===== src/sv/tcpq_pkg.sv =====
// Shared types and codes for the two-class priority queue.
package tcpq_pkg;

  localparam int unsigned IdW = 16;

  localparam logic KIND_ENQ = 1'b0;
  localparam logic KIND_DEQ = 1'b1;

  localparam logic [1:0] ST_DONE  = 2'd0;
  localparam logic [1:0] ST_FULL  = 2'd1;
  localparam logic [1:0] ST_EMPTY = 2'd2;

  typedef struct packed {
    logic           kind;
    logic [IdW-1:0] entry_id;
    logic           is_urgent;
  } req_t;

  typedef struct packed {
    logic [1:0]     status;
    logic [IdW-1:0] out_id;
    logic           out_urgent;
  } rsp_t;

  typedef struct packed {
    logic           valid;
    logic           urgent;
    logic [IdW-1:0] id;
  } slot_t;

  typedef struct packed {
    logic           enq;
    logic           deq;
    logic           urgent;
    logic [IdW-1:0] id;
  } cell_cmd_t;

  localparam slot_t HEAD_SLOT = '{valid: 1'b1, urgent: 1'b1, id: '0};
  localparam slot_t EMPTY_SLOT = '{valid: 1'b0, urgent: 1'b0, id: '0};

endpackage


===== src/sv/tcpq_cell.sv =====
// One queue position: holds a slot and trades it with its neighbors.
module tcpq_cell (
  input  logic              clk_i,
  input  logic              rst_ni,
  input  tcpq_pkg::cell_cmd_t cmd_i,
  input  tcpq_pkg::slot_t   left_i,
  input  tcpq_pkg::slot_t   right_i,
  output tcpq_pkg::slot_t   slot_o
);
  import tcpq_pkg::*;

  logic           valid_q, valid_d;
  logic           urgent_q, urgent_d;
  logic [IdW-1:0] id_q, id_d;
  logic           load;
  slot_t          src;

  always_comb begin
    load = 1'b0;
    src  = left_i;
    if (cmd_i.deq) begin
      load = 1'b1;
      src  = right_i;
    end else if (cmd_i.enq) begin
      if (cmd_i.urgent) begin
        if (!(valid_q && urgent_q)) begin
          load = 1'b1;
          if (left_i.valid && left_i.urgent) begin
            src = '{valid: 1'b1, urgent: 1'b1, id: cmd_i.id};
          end else begin
            src = left_i;
          end
        end
      end else if (!valid_q && left_i.valid) begin
        load = 1'b1;
        src  = '{valid: 1'b1, urgent: 1'b0, id: cmd_i.id};
      end
    end
    valid_d  = load ? src.valid : valid_q;
    urgent_d = load ? src.urgent : urgent_q;
    id_d     = load ? src.id : id_q;
  end

  always_ff @(posedge clk_i or negedge rst_ni) begin
    if (!rst_ni) begin
      valid_q <= 1'b0;
    end else begin
      valid_q <= valid_d;
    end
  end

  always_ff @(posedge clk_i) begin
    urgent_q <= urgent_d;
    id_q     <= id_d;
  end

  assign slot_o = '{valid: valid_q, urgent: urgent_q, id: id_q};

endmodule


===== src/sv/two_class_priority_queue.sv =====
// Two-class priority queue built as a row of cells ordered urgent first, then normal.
// The result is registered: it appears in the cycle after start is taken, on done for one cycle.
// Throughput: one item per cycle; busy stays low, and all cells update in the same cycle.
// Reset: clears every cell's occupancy and the result strobe; the queue is empty at once.
// The receiver cannot stall: each result is shown for exactly one cycle.
module two_class_priority_queue #(
  parameter int unsigned CAPACITY = 16
) (
  input  logic           clk_i,
  input  logic           rst_ni,
  input  logic           start,
  output logic           busy,
  input  tcpq_pkg::req_t req_i,
  output logic           done_o,
  output tcpq_pkg::rsp_t rsp_o
);
  import tcpq_pkg::*;

  slot_t     slots [CAPACITY];
  cell_cmd_t cmd;
  logic      accept, full, empty;
  logic      done_q;
  rsp_t      rsp_q, rsp_d;

  assign busy   = 1'b0;
  assign accept = start && !busy;
  assign full   = slots[CAPACITY-1].valid;
  assign empty  = !slots[0].valid;

  always_comb begin
    cmd.enq    = accept && (req_i.kind == KIND_ENQ) && !full;
    cmd.deq    = accept && (req_i.kind == KIND_DEQ) && !empty;
    cmd.urgent = req_i.is_urgent;
    cmd.id     = req_i.entry_id;
  end

  for (genvar i = 0; i < CAPACITY; i++) begin : g_cell
    slot_t left, right;
    if (i == 0) begin : g_head
      assign left = HEAD_SLOT;
    end else begin : g_mid
      assign left = slots[i-1];
    end
    if (i == CAPACITY - 1) begin : g_tail
      assign right = EMPTY_SLOT;
    end else begin : g_body
      assign right = slots[i+1];
    end
    tcpq_cell u_cell (
      .clk_i  (clk_i),
      .rst_ni (rst_ni),
      .cmd_i  (cmd),
      .left_i (left),
      .right_i(right),
      .slot_o (slots[i])
    );
  end

  always_comb begin
    rsp_d = '{status: ST_DONE, out_id: '0, out_urgent: 1'b0};
    if (req_i.kind == KIND_ENQ) begin
      if (full) begin
        rsp_d.status = ST_FULL;
      end
    end else if (empty) begin
      rsp_d.status = ST_EMPTY;
    end else begin
      rsp_d.out_id     = slots[0].id;
      rsp_d.out_urgent = slots[0].urgent;
    end
  end

  always_ff @(posedge clk_i or negedge rst_ni) begin
    if (!rst_ni) begin
      done_q <= 1'b0;
    end else begin
      done_q <= accept;
    end
  end

  always_ff @(posedge clk_i) begin
    if (accept) begin
      rsp_q <= rsp_d;
    end
  end

  assign done_o = done_q;
  assign rsp_o  = rsp_q;

endmodule


===== config.mk =====
export PLATFORM = sky130hd
export DESIGN_NAME = two_class_priority_queue
export DESIGN_NICKNAME = d
export VERILOG_FILES = /design/src/sv/tcpq_pkg.sv /design/src/sv/tcpq_cell.sv /design/src/sv/two_class_priority_queue.sv
export SDC_FILE = /design/constraint.sdc
export NUM_CORES = 1
export LEC_CHECK = 0
export BUFFER_PORTS_ARGS = -buffer_cell sky130_fd_sc_hd__clkbuf_2
export CAP_MARGIN = 10
export CORE_ASPECT_RATIO = 0.8
export CORE_MARGIN = 2
export CORE_UTILIZATION = 57
export DETAILED_ROUTE_END_ITERATION = 7
export PLACE_DENSITY = 0.82
export SLEW_MARGIN = 0
export SYNTH_ARGS = -nofsm -noshare
export SYNTH_HDL_FRONTEND = slang
export SYNTH_SLANG_ARGS = --single-unit

===== constraint.sdc =====
create_clock -name clk_i -period 3.35 [get_ports clk_i]
set_input_delay 0.5025 -clock clk_i [delete_from_list [all_inputs] [get_ports clk_i]]
set_output_delay 0.5025 -clock clk_i [all_outputs]
set_load 0.02 [all_outputs]

==> results.md <==
- Vias per Instance: 6.37
- Worst VDD drop: 439 uV
- Maximum clock path buffer count: 3
- Final min period: 2.51 ns
- Fill cells: 2,201
- Wire length per cell: 19.5 um
- Routability cong.: 0.828
- Crit. End Element: register
- DIE WIDTH: 191 um
- Synth Register Bits: 308
- Nets: about 1,700
- Sink Count: 308
- Core area: 0.0273 sq mm
- Post-DRT Antenna Nets: 0
- Logic pwr share: 23.7%
- Hold Path Class: in2reg
- Clk_skew: roughly 0.018 ns
- Hold-fix buffer count after cts: 1
- CP Depth: 4
- Ys async rst share: 5.52%
- Dpl ws: approximately 0.70 ns
- Setup TNS: 0 ns
- Initial Util: about 58%
- P per Cell Area: 690 mW/mm^2
- Worst-margin pin slew: 0.957 ns
- Residual DRC count: 0
- Grt ovf: 0
- Routed via count: 13,100
- Initial DRC count: around 1,600
- R2R depth: 4
- Final Setup Violations: 0
- PortBufs: 40
- Die area: 0.0292 sq mm
- Hold Path Depth: 2
- Pint: between 8 and 9 mW
- Area delta synth->final: 9.35%
- Post-synth net total: 1,708
- Number of global-route vias before repair: roughly 13,000
- Sw Share: 32.6%
- Max Cap Viol: 0
- Detailed placement HPWL: 26,900 um
- Crit path DAT: approximately 2.9 ns
- Util after Layout: 63.6%
- Post-synthesis sequential area ratio: 57.8%
- Leakage power total: 6.75 nW
- Postcts setup bufs: 0
- Clk slew on worst S/H paths: approximately 0.06 ns
- Cell mode on critical path: a21oi_1
- YS warnings: 0
- Synth Flop Type: edfxtp_1
- Status: finished, final reports clean
- Worst path max stage delay: approximately 0.82 ns
- Post-route clock period utilization: 74.9%
- Cells after Synth: about 1,700
- Initial antenna violation count: 1
- RSZ-0062 raised after global routing: false
- Hold Fails Final Rpt: 0
- Clk root buf: clkbuf_16
- Max Fclk: 398 MHz
- Crit-path max FO: 39
- Max_slew headroom: 36.2%
- Count leader, synth: a21oi_1
- TritonCTS buffer count: 31
- N_diodes: 0
- Row count: 54
- Total GRT Usage: 27.5%
- Yosys top cell by area: edfxtp_1
- Die Y: 153 um
- CTS tree: built
- Worst path cell trace: or3b_4 -> a2111oi_4 -> a21oi_1 -> a21oi_1
- IO Count: 42
- Worst setup SP type: register
- Buf/Inv on CP: 0
- Setup ws final: roughly 0.84 ns
- Layout cells sized above 1: 8.79%
- Maximum number of pins on one net before global-route repair: 99
- Clock power frac: 27.7%
- Mapped Area: approximately 0.016 sq mm
- CTS H-tree depth: 1
- Latest clock arrival within the worst-skew pair: 0.57 ns
- Psw: 3.89 mW
- Top cells by instance count after synthesis: a21oi_1 (435), nand2_1 (326), edfxtp_1 (291), nor2_1 (228), clkbuf_1 (95)
- Synth top area cells: edfxtp_1 (55%), a21oi_1 (14%), nand2_1 (7.7%), nor2_1 (5.4%), dfrtp_1 (2.7%)
- Syn Area/Cell: 9.40 sq um
- Fin Hold WS: 0.251 ns
- Netlist cell types: 43
- Max Slew Vio Count: 0
- EDFF count, synth: 291
- Seq pwr share: 48.6%
- Critical-path top delay cell: a2111oi_4
- Setup CP Type: reg2reg
- First-pass DRT Iterations: 6
- Post-CTS sizing: 0
- Drt total wl: 40,100 um
- Top delay family on crit path: compound AO/OA/AOI/OAI gates
- Synth top area share: a little under three fifths
- First-pass GRT wire length: 65,900 um
- Crit path required time: between 3 and 4 ns
==> final timing paths <==
check,from,end,slack (ns)
worst max-delay path,g_cell[15].u_cell.valid_q$_DFFE_PN0P_,g_cell[6].u_cell.id_q[9]$_DFFE_PP_,0.84
worst min-delay path,req_i[17],g_cell[15].u_cell.valid_q$_DFFE_PN0P_,0.25
worst max register to register,g_cell[15].u_cell.valid_q$_DFFE_PN0P_,g_cell[6].u_cell.id_q[9]$_DFFE_PP_,0.84
worst min register to register,g_cell[15].u_cell.urgent_q$_SDFFCE_PP0P_,g_cell[14].u_cell.urgent_q$_DFFE_PP_,0.54
max in group asynchronous,rst_ni,done_o$_DFF_PN0_,2.62
min in group asynchronous,rst_ni,g_cell[10].u_cell.valid_q$_DFFE_PN0P_,0.41
==> power by group through the flow <==
stage | logic, mW | registers, mW | clock network (mW)
finish | 2.84 | 5.81 | 3.32
global route | 3.15 | 5.89 | 3.50
CTS | 2.80 | 5.80 | 3.34
detailed placement | 2.78 | 5.86 | 0
global placement | 2.65 | 5.84 | 0
floorplan | 2.09 | 5.66 | 0
==> layer usage <==
metal  GRT usage, %  part of all wire, %
met1           40.8                   43
met5              0                    0
met3           3.24                  8.7
met4           6.76                  1.5
met2           43.6                   47
==> metrics by stage <==
| stage | instance area, sq um | power [mW] | cells |
|---|---|---|---|
| floorplan | 15900 | 7.75 | 1687 |
| global placement | 16400 | 8.49 | 2001 |
| detailed placement | 16400 | 8.65 | 2001 |
| CTS | 17300 | 11.9 | 2060 |
| global route | 17300 | 12.5 | 2060 |
| finish | 17300 | 12.0 | 2060 |
==> cell families after synthesis <==
| kind of cell | after synthesis | share of synthesized area [%] |
|---|---|---|
| and+or+nand+nor | 620 | 15.8 |
| AOI/OAI and AO/OA | 582 | 21.0 |
| DFF | 308 | 57.8 |
| buffers and inverters | 159 | 4.30 |
| muxes | 17 | 1.08 |
| other | 1 | 0.0236 |
==> placed cells by master, fill, tap and decap left out, drive strengths merged, types with 11 or more instances in the layout <==
master  netlist  routed
a21o         11      11
a21oi       435     435
a22oi        24      24
and2         18      18
and3         18      18
buf          47      53
clkbuf       96      78
clkinv        0      17
dfrtp        17      17
edfxtp      291     291
inv          16      17
mux2i        16      16
nand2       326     326
nand2b       11      11
nor2        228     228
o211ai       19      19
o21ai        49      49
o311ai       13      13
==> registers in the layout, indices dropped and copies added, names as in the netlist <==
signal / flops
g_cell.u_cell.urgent_q: 16
rsp_o: 19
g_cell.u_cell.id_q: 256
done_o: 1
g_cell.u_cell.valid_q: 16
==> area by class of cell <==
| type | instances | area (sq um) | share of cell area, % |
|---|---|---|---|
| timing repair buffer | 94 | 683 | 3.94 |
| tap | 364 | 455 | 2.63 |
| inverter | 16 | 60.1 | 0.346 |
| multi-input combinational | 1220 | 6040 | 34.8 |
| clock inverter | 20 | 141 | 0.815 |
| sequential | 308 | 9160 | 52.8 |
| clock buffer | 38 | 802 | 4.62 |
(Power assumes the default switching activity.)
